**src/rtl/tbu_pkg.sv**
```systemverilog
// package for the telemetry bitfield unpacker
// holds sizes, command flag masks, register and function codes, the sensor table entry type and the channel item types
package tbu_pkg;
  localparam int MaxSensors   = 16;
  localparam int MaxFieldBits = 32;
  localparam int IdxW = $clog2(MaxSensors);
  localparam int CntW = $clog2(MaxSensors + 1);
  localparam int BitW = $clog2(MaxFieldBits + 1);

  localparam logic [7:0] FlagWrite = 8'b1000_0000;
  localparam logic [7:0] FlagState = 8'b0100_0000;
  localparam logic [7:0] TypeMask  = 8'b0011_1111;
  localparam logic [7:0] PosMax    = 8'd255;

  localparam logic [0:0] RegClearCode   = 1'b0;
  localparam logic [0:0] RegHeaderBytes = 1'b1;

  localparam logic [0:0] FuncCommand = 1'b0;
  localparam logic [0:0] FuncPacket  = 1'b1;

  typedef struct packed {
    logic [7:0]  pin;
    logic [5:0]  width;
    logic [31:0] scale;
  } entry_t;

  typedef struct packed {
    logic [0:0]  func;
    logic [7:0]  pin;
    logic [7:0]  command_byte;
    logic [5:0]  field_bits;
    logic [31:0] field_scale;
    logic [7:0]  packet_byte;
    logic [0:0]  last_byte;
  } in_item_t;

  typedef struct packed {
    logic [7:0]  out_pin;
    logic [31:0] out_value;
    logic [0:0]  last_of_run;
  } out_item_t;

  typedef struct packed {
    logic [3:0] idx;
    logic [31:0] data;
  } cfg_item_t;
endpackage

```
**src/rtl/tbu_if.sv**
```systemverilog
// valid/ready channel interfaces for the unpacker
// depends on tbu_pkg
interface tbu_in_if (input logic clk);
  import tbu_pkg::*;
  logic     valid;
  logic     ready;
  in_item_t data;
  modport source (output valid, output data, input ready);
  modport sink (input valid, input data, output ready);
endinterface

interface tbu_out_if (input logic clk);
  import tbu_pkg::*;
  logic      valid;
  logic      ready;
  out_item_t data;
  modport source (output valid, output data, input ready);
  modport sink (input valid, input data, output ready);
endinterface

interface tbu_cfg_if (input logic clk);
  import tbu_pkg::*;
  logic      valid;
  logic      ready;
  cfg_item_t data;
  modport source (output valid, output data, input ready);
  modport sink (input valid, input data, output ready);
endinterface

```
**src/rtl/tbu_scaler.sv**
```systemverilog
// serial signed magnitude times q16.16 scale, shift-add one bit per cycle
// truncates toward zero and saturates to 32 bits; depends on tbu_pkg
module tbu_scaler (
  input  logic        clk,
  input  logic        rst,
  input  logic        start,
  input  logic [31:0] field,
  input  logic [5:0]  width,
  input  logic [31:0] scale,
  output logic        done,
  output logic [31:0] result
);
  import tbu_pkg::*;

  logic        busy;
  logic [30:0] mag;
  logic [31:0] smag;
  logic [62:0] acc;
  logic [4:0]  cnt;
  logic        neg;
  logic [31:0] mask;
  logic [31:0] sabs;
  logic [46:0] prod;
  logic [32:0] sum;

  always_comb begin
    mask = (width > 6'd1) ? ((32'h1 << (width - 6'd1)) - 32'h1) : 32'h0;
    sabs = scale[31] ? (32'h0 - scale) : scale;
    prod = acc[62:16];
    sum = {1'b0, acc[62:31]} + (mag[0] ? {1'b0, smag} : 33'd0);
  end

  // add at the top, shift right one place per magnitude bit
  always_ff @(posedge clk) begin
    done <= !rst && !start && busy && (cnt == 5'd30);
    if (rst) begin
      busy <= 1'b0;
    end else if (start) begin
      busy <= 1'b1;
      mag  <= 31'((field >> 1) & mask);
      smag <= sabs;
      neg  <= field[0] ^ scale[31];
      acc  <= '0;
      cnt  <= '0;
    end else if (busy) begin
      acc <= {sum, acc[30:1]};
      mag <= mag >> 1;
      cnt <= cnt + 5'd1;
      if (cnt == 5'd30) begin
        busy <= 1'b0;
      end
    end
  end

  always_comb begin
    if (prod == '0) result = '0;
    else if (neg) result = (prod >= 47'h8000_0000) ? 32'h8000_0000 : 32'h0 - prod[31:0];
    else result = (prod > 47'h7fff_ffff) ? 32'h7fff_ffff : prod[31:0];
  end
endmodule

```
**src/rtl/telemetry_bitfield_unpacker.sv**
```systemverilog
// telemetry bitfield unpacker top level
// channels: in (commands and packet bytes), out (pin, scaled value, last flag), cfg writes
// in transactions: func 0 edits a pin-sorted sensor table of up to 16 entries,
// func 1 delivers one packet byte; after the header each byte's bits shift
// one per cycle into a field buffer, and each completed field is scaled by a
// serial shift-add multiplier.
// steps: a flagged command is ignored and a clear command empties the table
// and the packet state; any other command searches the table entry by entry,
// and an insert then moves the later entries up one at a time; a packet byte
// is accepted, shifted in bit by bit and checked, and each field it completes
// is scaled in the multiplier and handed off once the receiver is ready.
// the last byte of a packet flushes every remaining sensor, padding its missing bits with zeros.
// results wait in an output register; while the receiver stalls the block
// holds and takes no new input. reset empties the table and the packet state,
// clear_code returns to 63, header_bytes to 8. no clearing pass.
// depends on tbu_pkg, tbu_if, tbu_scaler
module telemetry_bitfield_unpacker (
  input logic clk,
  input logic rst,
  tbu_in_if.sink   in_ch,
  tbu_out_if.source out_ch,
  tbu_cfg_if.sink  cfg
);
  import tbu_pkg::*;

  typedef enum logic [3:0] {
    S_IDLE, S_SEARCH, S_SHIFT, S_SHIFTBYTE, S_CHECK, S_EMIT, S_MUL, S_OUT, S_DONE
  } state_t;

  state_t        state;
  entry_t        tbl [MaxSensors];
  logic [CntW-1:0] count;
  logic [7:0]    bpos;
  logic [39:0]   buffer;
  logic [BitW+2:0] held;
  logic [CntW-1:0] nxt;
  logic [5:0]    clr_code;
  logic [3:0]    hdr;
  in_item_t      cur;
  logic [CntW-1:0] ptr;
  logic [2:0]    bitn;
  logic [5:0]    wnorm;
  logic          flushing;
  logic          mstart;
  logic          mdone;
  logic [31:0]   mres;
  entry_t        ent;
  logic [31:0]   fmask;
  logic          take;

  assign cfg.ready = (state == S_IDLE);
  assign in_ch.ready = (state == S_IDLE) && !cfg.valid;
  assign ent = tbl[nxt[IdxW-1:0]];
  assign fmask = (ent.width == 6'd32) ? 32'hffff_ffff : ((32'h1 << ent.width) - 32'h1);
  assign take = (nxt < count) && (flushing || held >= {3'd0, ent.width});

  always_comb begin
    wnorm = cur.field_bits;
    if (wnorm == 6'd0) wnorm = 6'd1;
    if (wnorm > 6'(MaxFieldBits)) wnorm = 6'(MaxFieldBits);
  end

  tbu_scaler u_scaler (
    .clk, .rst, .start(mstart), .field(buffer[31:0] & fmask),
    .width(ent.width), .scale(ent.scale), .done(mdone), .result(mres)
  );

  always_ff @(posedge clk) begin
    mstart <= !rst && (state == S_CHECK) && take;
    if (rst) begin
      state <= S_IDLE;
      count <= '0; bpos <= '0; buffer <= '0; held <= '0; nxt <= '0;
      clr_code <= 6'd63; hdr <= 4'd8;
      out_ch.valid <= 1'b0;
      flushing <= 1'b0;
    end else begin
      case (state)
        S_IDLE: begin
          if (cfg.valid) begin
            if (cfg.data.idx == 4'(RegClearCode)) clr_code <= cfg.data.data[5:0];
            else if (cfg.data.idx == 4'(RegHeaderBytes)) hdr <= cfg.data.data[3:0];
          end else if (in_ch.valid) begin
            cur <= in_ch.data;
            ptr <= '0;
            if (in_ch.data.func == FuncCommand) begin
              if ((in_ch.data.command_byte & (FlagWrite | FlagState)) != 8'd0) begin
                state <= S_IDLE;
              end else if ((in_ch.data.command_byte & TypeMask) == {2'b00, clr_code}) begin
                count <= '0;
                bpos <= '0; buffer <= '0; held <= '0; nxt <= '0;
              end else begin
                state <= S_SEARCH;
              end
            end else begin
              bitn <= '0;
              flushing <= 1'b0;
              if (bpos >= {4'd0, hdr} && nxt < count) state <= S_SHIFTBYTE;
              else state <= S_CHECK;
            end
          end
        end
        S_SEARCH: begin
          if (ptr < count && tbl[ptr[IdxW-1:0]].pin < cur.pin) begin
            ptr <= ptr + 1'b1;
          end else if (ptr < count && tbl[ptr[IdxW-1:0]].pin == cur.pin) begin
            tbl[ptr[IdxW-1:0]].width <= wnorm;
            tbl[ptr[IdxW-1:0]].scale <= cur.field_scale;
            bpos <= '0; buffer <= '0; held <= '0; nxt <= '0;
            state <= S_IDLE;
          end else if (count >= CntW'(MaxSensors)) begin
            state <= S_IDLE;
          end else begin
            ptr <= count;
            state <= S_SHIFT;
          end
        end
        S_SHIFT: begin
          // move one entry up per cycle, ptr walks down from count
          if (ptr > '0 && tbl[ptr[IdxW-1:0] - 1'b1].pin > cur.pin) begin
            tbl[ptr[IdxW-1:0]] <= tbl[ptr[IdxW-1:0] - 1'b1];
            ptr <= ptr - 1'b1;
          end else begin
            tbl[ptr[IdxW-1:0]] <= '{pin: cur.pin, width: wnorm, scale: cur.field_scale};
            count <= count + 1'b1;
            bpos <= '0; buffer <= '0; held <= '0; nxt <= '0;
            state <= S_IDLE;
          end
        end
        S_SHIFTBYTE: begin
          buffer[held[5:0]] <= cur.packet_byte[bitn];
          held <= held + 1'b1;
          cur.packet_byte <= cur.packet_byte;
          bitn <= bitn + 1'b1;
          if (bitn == 3'd7) state <= S_CHECK;
        end
        S_CHECK: begin
          if (take) begin
            state <= S_MUL;
          end else if (cur.last_byte && !flushing) begin
            flushing <= 1'b1;
          end else begin
            if (cur.last_byte) begin
              bpos <= '0; buffer <= '0; held <= '0; nxt <= '0;
            end else if (bpos != PosMax) begin
              bpos <= bpos + 1'b1;
            end
            state <= S_IDLE;
          end
        end
        S_MUL: begin
          if (mdone) begin
            out_ch.data.out_pin <= ent.pin;
            out_ch.data.out_value <= mres;
            out_ch.data.last_of_run <= (nxt + 1'b1 == count);
            out_ch.valid <= 1'b1;
            buffer <= buffer >> ent.width;
            held <= (held >= {3'd0, ent.width}) ? held - {3'd0, ent.width} : '0;
            nxt <= nxt + 1'b1;
            state <= S_OUT;
          end
        end
        S_OUT: begin
          if (out_ch.ready) begin
            out_ch.valid <= 1'b0;
            state <= S_CHECK;
          end
        end
        default: state <= S_IDLE;
      endcase
    end
  end
endmodule

```
**src/flat_wrapper.sv**
```systemverilog
// flat-port wrapper written by rule: the top's interface ports become plain ports
module telemetry_bitfield_unpacker_flat import tbu_pkg::*;
  (clk, rst, in_ch_valid, in_ch_data, in_ch_ready, out_ch_valid, out_ch_data, out_ch_ready, cfg_valid, cfg_data, cfg_ready);
  tbu_in_if in_ch_i (.clk(clk));
  tbu_out_if out_ch_i (.clk(clk));
  tbu_cfg_if cfg_i (.clk(clk));
  input logic clk;
  input logic rst;
  input wire logic [$bits(in_ch_i.valid)-1:0] in_ch_valid;
  input wire logic [$bits(in_ch_i.data)-1:0] in_ch_data;
  output wire logic [$bits(in_ch_i.ready)-1:0] in_ch_ready;
  output wire logic [$bits(out_ch_i.valid)-1:0] out_ch_valid;
  output wire logic [$bits(out_ch_i.data)-1:0] out_ch_data;
  input wire logic [$bits(out_ch_i.ready)-1:0] out_ch_ready;
  input wire logic [$bits(cfg_i.valid)-1:0] cfg_valid;
  input wire logic [$bits(cfg_i.data)-1:0] cfg_data;
  output wire logic [$bits(cfg_i.ready)-1:0] cfg_ready;
  assign in_ch_i.valid = in_ch_valid;
  assign in_ch_i.data = in_ch_data;
  assign in_ch_ready = in_ch_i.ready;
  assign out_ch_valid = out_ch_i.valid;
  assign out_ch_data = out_ch_i.data;
  assign out_ch_i.ready = out_ch_ready;
  assign cfg_i.valid = cfg_valid;
  assign cfg_i.data = cfg_data;
  assign cfg_ready = cfg_i.ready;
  telemetry_bitfield_unpacker u_core (.clk(clk), .rst(rst), .in_ch(in_ch_i), .out_ch(out_ch_i), .cfg(cfg_i));
endmodule
```
**config.mk**
```make
export PLATFORM = sky130hd
export DESIGN_NAME = telemetry_bitfield_unpacker_flat
export DESIGN_NICKNAME = d
export VERILOG_FILES = /design/src/rtl/tbu_pkg.sv /design/src/rtl/tbu_if.sv /design/src/rtl/tbu_scaler.sv /design/src/rtl/telemetry_bitfield_unpacker.sv /design/src/flat_wrapper.sv
export SDC_FILE = /design/constraint.sdc
export NUM_CORES = 2
export LEC_CHECK = 0
export ABC_AREA = 1
export BUFFER_PORTS_ARGS = -buffer_cell sky130_fd_sc_hd__buf_4
export CORE_MARGIN = 2
export CORE_UTILIZATION = 57
export DETAILED_ROUTE_END_ITERATION = 8
export PLACE_DENSITY = 0.77
export SLEW_MARGIN = 25
export SYNTH_ARGS = -nofsm -noshare
export SYNTH_HDL_FRONTEND = slang
export SYNTH_SLANG_ARGS = --single-unit
```
**constraint.sdc**
```tcl
create_clock -name clk -period 6.55 [get_ports clk]
set_clock_uncertainty 0.2 [all_clocks]
set_input_delay 1.31 -clock clk [delete_from_list [all_inputs] [get_ports clk]]
set_output_delay 1.31 -clock clk [all_outputs]
set_load 0.03 [all_outputs]
```
* After elaboration in Yosys (flattened, before gate mapping) *
Memory sizes are Yosys's and may differ from the RTL's. A register that Yosys moved wholly into a read port is not among the register bits.
Cells that the tools add are included.
W data, S select, Z words.

word-level totals
  logic and storage cells = 287
  output and inout port bits = 44
  memory bits (writable) = 736
  flip-flop bits (word level) = 322
  input bits = 105
  memories kept = 1

cells by class
  mux-type cells = 131
  $lt $le $gt $ge = 15
  bitwise gates (word level) = 9
  reduce and logical (&&, ||, !) cells = 47
  eq/ne operators = 36
  add/sub/neg operators = 16
  shifts and indexed selects = 3

memories
  memory      words  width  read ports  clocked after memory_dff  write ports  RTL line                           source
  u_core.tbl  16     46     3           2                         1            telemetry_bitfield_unpacker.sv:31  entry_t tbl [MaxSensors];

operators by type and width
  operator                 count
  $mux W40                 12
  $pmux W40 S6             1
  $mux W32                 5
  $mux W31                 4
  $mux W9                  13
  $mux W8                  13
  $mux W5                  20
  $mux W38                 2
  $mux W4                  16
  $sub A1 B32 Y32 const A  2
  $mux W63                 1
  $pmux W9 S6              1
  $ge A47 B32 Y1 const B   1
  $gt A47 B31 Y1 const B   1
  $logic_not A47 Y1        1
  $bwmux W40               1
  $shr A40 B6 Y40          1
  $add A32 B32 Y33         1
  $and A32 B32 Y32         1
  $pmux W8 S4              1
  $shl A1 B6 Y32 const A   1
  $sub A32 B1 Y32 const B  1
  $and A31 B31 Y31         1
  $shl A1 B6 Y31 const A   1
  70 further kinds         155

* Longest topological paths before layout *
An unclocked memory read counts as a cell.

  depth after elaboration = 10
  mapped depth = 31
  gate-level depth less buffers = 24

* Modules after synthesis *
From an unflattened synthesis, not the netlist that was laid out.

second synthesis, totals
  cell total of the unflattened synthesis = 7,153
  area, all modules = 60,192.7 um2

by module, submodules not included
  module                       cells an instance  area each (um2)  instances
  telemetry_bitfield_unpacker  5,646              49,897.9         1
  tbu_scaler                   1,507              10,294.9         1

* Worst setup path before layout *
No wires, ideal clock.

  kind = in2reg
  start = input port rst
  end = register u_core.u_scaler.acc[16], enable pin
  arrival = 5.716 ns
  path slack = 0.080 ns
  required time = 5.797 ns
  path buffers = 2
  library setup time = 0.553 ns
  stages = 3
  cell sequence = clkbuf_1 > clkbuf_1 > a21oi_1

between the ends
  longest elaborated chain between the ends = 2

RTL lines
  what                                RTL line           source
  start: declaration                  flat_wrapper.sv:8  input logic rst;
  $not A1 Y1 (no source line)         --
  $reduce_and A2 Y1 (no source line)  --
  end signal: assignment              tbu_scaler.sv:46   acc <= {sum, acc[30:1]};
  end: declaration                    tbu_scaler.sv:18   logic [62:0] acc;

No other way between the ends.
A chain may end at the register's enable or synchronous reset.

* Worst setup path in the final report *
  start = register u_core.ptr[0]
  end = memory u_core.tbl[2][38] (netlist bit) (data pin)

between the ends
  longest elaborated chain between the ends = 9
  elaborated cells between the ends (all ways) = 10

RTL lines
  what                           RTL line                                                                source
  start: declaration             telemetry_bitfield_unpacker.sv:40                                       logic [CntW-1:0] ptr;
  start signal: assignment       telemetry_bitfield_unpacker.sv:104                                      ptr <= ptr + 1'b1;
  start signal: assignment       telemetry_bitfield_unpacker.sv:113                                      ptr <= count;
  start signal: assignment       telemetry_bitfield_unpacker.sv:121                                      ptr <= ptr - 1'b1;
  $sub A4 B1 Y4                  telemetry_bitfield_unpacker.sv:119, telemetry_bitfield_unpacker.sv:120
  $mem_v2 Z16 W46                --
  $gt A8 B8 Y1                   telemetry_bitfield_unpacker.sv:119                                      if (ptr > '0 && tbl[ptr[IdxW-1:0] - 1'b1].pin > cur.pin) begin
  $logic_and A1 B1 Y1            telemetry_bitfield_unpacker.sv:119
  $mux W1                        telemetry_bitfield_unpacker.sv:119
  $mux W1                        telemetry_bitfield_unpacker.sv:77                                       case (state)
  $mux W1                        telemetry_bitfield_unpacker.sv:70                                       if (rst) begin
  $mux W1 (implied by the code)  telemetry_bitfield_unpacker.sv:123                                      tbl[ptr[IdxW-1:0]] <= '{pin: cur.pin, width: wnorm, scale: cur.field_scale};
  $mux W8 (no source line) *     --
  end: declaration               telemetry_bitfield_unpacker.sv:31

Every way passes the cells marked *; elsewhere a longest branch is shown, timed or not.

==> impl_metrics.csv <==
group,metric,value,unit
status,status,"finished, final reports clean",
yosys,synthDistinctLibCells,67,
yosys,yosysWarnings,0,
cts,clkTransAtPathRegs,0.06,ns
sta,max_freq,0.175,GHz
drt,routedWlPerCell,21.7,um
critical_path,cp-start-kind,"register",
yosys,synth_top_cell_area_share,49.0,%
drt,vias,51491,
power,powerDensity,232,mW/mm^2
drt,drtIter0Drc,7546,
final_layout,fin_cells,8090,
sta,drv_slew,0,
critical_path,crit_required,6.90,ns
yosys,ys_ff_latch,1049,
floorplanning,initial_core_util,57.5,%
drt,first_pass_iters,9,
yosys,synth-edff-count,956,
sta,layout_setup_ws,0.824,ns
drt,ant_nets,0,
sta,hold_viol_final,0,
floorplanning,die_x,325,um
final_layout,fill_cells,8365,
critical_path,worstPathCellList,"inv_8 -> ha_4 -> inv_6 -> a21oi_1 -> o21ai_0 -> o21ai_0 -> o221ai_1 -> nand2_1 -> inv_1 -> ha_1 -> inv_1 -> o21bai_1 -> a21boi_0 -> o221ai_1 -> nand2_1 -> nand2_1 -> nor2_1 -> buf_4 -> o21ai_0 -> buf_4",
yosys,synth.top_cells.by_count,"edfxtp_1, nand2_1, o21ai_0",
floorplanning,core,0.102,sq mm
final_layout,layout-drive-gt1-share,7.30,%
cts,ctsHoldBuffers,0,
final_layout,n_antenna_cell,0,
sta,rsz0062_at_grt,"false",
sta,fin_crit_sh,87.4,%
floorplanning,ios,149,
yosys,yosysMostFrequentCell,"edfxtp_1",
critical_path,reg2reg_depth,20,
yosys,synthTopCellsByArea,"edfxtp_1, o21ai_0, nand2_1",
grt,antenna_found_initial,1,
final_layout,multiInputGateArea,0.0237,sq mm
sta,worst_pin_slew,1.11,ns
cts,cts-root-buf,"clkbuf_16",
yosys,ys.flop_type,"edfxtp_1",
cts,cts_sinks,1049,
grt,grt_remaining_overflow,0,
sta,setup_viol,0,
floorplanning,dieArea,0.105,sq mm
cts,cts_setup_buffers,0,
critical_path,slowest_delay,0.78,ns
yosys,synth_seq_area_share,52.2,%
placement,numPortBuffers,122,
critical_path,cp_slowest_cell,"o21ai_0",
flow_run,drv_cap,0,
grt,grt_max_degree,279,
critical_path,cp_data_arrival_time,6.08,ns
yosys,syn_nets,6928,
drt,vias_per_cell,6.36,
cts,htreeDepth,3,
grt,grt_pass1_wl,266000,um
final_layout,register_area,0.0306,sq mm
placement,dp.cells,7891,
critical_path,cp_max_fo,55,
min_path,hold_class,"reg -> reg",
grt,grt_use_total,32.1,%
critical_path,path_depth,20,
yosys,syn_avg_cell_area,8.70,sq um
yosys,synth_top_cell_by_area,"edfxtp_1",
cts,insertion_delay,0.72,ns
sta,setup_tns,0,ns
placement,dp_hpwl,102000,um
cts,clockBufferDepth,3,
critical_path,crit_type,"reg -> reg",
cts,cts-buffers-inserted,108,
yosys,ys_async_sr_fraction,0,%
final_layout,utilization,62.9,%
min_path,hold_depth,2,
critical_path,crit_buf_inv,6,
final_layout,synthToLayoutAreaGrowth,9.33,%
drt,post-route-drc-count,0,
placement,gp_congestion,0.962,
yosys,syn_inst,6735,
placement,pre_cts_ws,0.903,ns
critical_path,cp-end-kind,"register",
power,ir_drop,0.227,mV
drt,wl,175000,um
cts,cts_resized,0,
power,p_leak,24.0,nW
critical_path,cpLargestDelayFamily,"compound AO/OA/AOI/OAI gates",
sta,period_minus_slack,5.73,ns
floorplanning,rows,117,
floorplanning,die_h,325,um
yosys,synth_area,0.0586,sq mm
cts,cts_tree,"built",
final_layout,fin_nets,6829,
sta,slew_headroom,25.7,%
grt,grt_pass1_vias,48184,
[sequential cells by signal (all words and copies together), names as in the netlist, 3 cells and up, named ones only]
| name | cells |
|---|---|
| u_core.u_scaler.smag | 32 |
| u_core.bpos | 8 |
| u_core.u_scaler.cnt | 5 |
| u_core.buffer | 40 |
| u_core.clr_code | 6 |
| u_core.out_ch.data | 41 |
| u_core.bitn | 3 |
| u_core.u_scaler.acc | 47 |
| u_core.u_scaler.mag | 31 |
| u_core.state | 3 |
| u_core.nxt | 5 |
| u_core.count | 5 |
| u_core.tbl | 736 |
| u_core.held | 9 |
| u_core.hdr | 4 |
| u_core.cur | 55 |
| u_core.ptr | 5 |
[area by class of cell]
type | count | share of cell area (%)
clock buffer | 133 | 4.43
inverter | 700 | 4.15
clock inverter | 63 | 1.09
tap | 1368 | 2.67
timing repair buffer | 233 | 2.94
sequential | 1049 | 47.7
multi-input combinational | 4544 | 37.0
[tightest hold or removal path: stages (launching register included)]
cell and delay, ns:
dfxtp_1 0.29, inv_1 0.06, a21oi_1 0.06
[power by group]
| group | internal (mW) | switching (mW) |
|---|---|---|
| Combinational | 0.384 | 0.899 |
| Clock | 3.61 | 2.60 |
| Sequential | 7.32 | 0.0445 |
| Total | 11.3 | 3.55 |
[path summary, 6_finish.rpt]
check	start	endpoint	slack (ns)
min	u_core.hdr[1]	u_core.hdr[1]	0.26
min reg2reg	u_core.hdr[1]	u_core.hdr[1]	0.26
max reg2reg	u_core.ptr[0]	u_core.tbl[2][38]	0.82
max	u_core.ptr[0]	u_core.tbl[2][38]	0.82
[placed cells by master (no fill, tap or decap), types with 7 or more instances in the layout]
cell,n
edfxtp_1,956
nor3_2,8
nand3_1,542
nand2_1,935
ha_1,85
a221oi_1,7
o21ai_1,63
o22ai_1,12
dfxtp_1,87
o211ai_1,279
o21a_1,45
a31oi_1,14
xor2_1,52
clkinvlp_4,7
clkbuf_16,109
nor2_4,19
nor2_1,584
clkinv_2,10
nand4_1,50
bufinv_16,14
o21ai_0,899
inv_2,21
inv_1,669
a21boi_0,8
a21oi_1,638
buf_4,219
nand2_2,9
o311ai_0,7
nor4_1,17
xnor2_1,18
clkbuf_1,22
clkinv_1,28
nor2_2,16
o221ai_1,76
nor3_1,51
a311oi_1,28
[through the flow]
stage | total power, mW | instance area, sq um | hold slack [ns]
global placement | 8.71 | 60400 | 0.256
detailed placement | 8.74 | 60400 | 0.255
finish | 14.9 | 64100 | 0.262
global route | 15.3 | 64100 | 0.301
CTS | 14.9 | 64000 | 0.264
floorplan | 8.35 | 58600 | 0.221
[logic make-up (layout without fill, tap and decap cells)]
logic type | Yosys count | after routing | synth area share, %
buffers and inverters | 1142 | 1129 | 7.81
adders and majority gates | 88 | 88 | 1.90
AOI/OAI and AO/OA | 2117 | 2117 | 20.5
DFF | 1049 | 1049 | 52.2
and+or+nand+nor | 2261 | 2261 | 16.4
muxes | 6 | 6 | 0.124
xor gates and xnor gates | 72 | 72 | 1.08
[routing by layer]
layer	vias up	track usage, %	share of wire (%)
li1	23633	-	-
met1	23946	41.5	38
met2	3272	52.0	46
met3	640	5.66	12
met4	0	16.2	4.8
met5	-	0	0
Note: power is estimated with default switching activity, not from simulation.
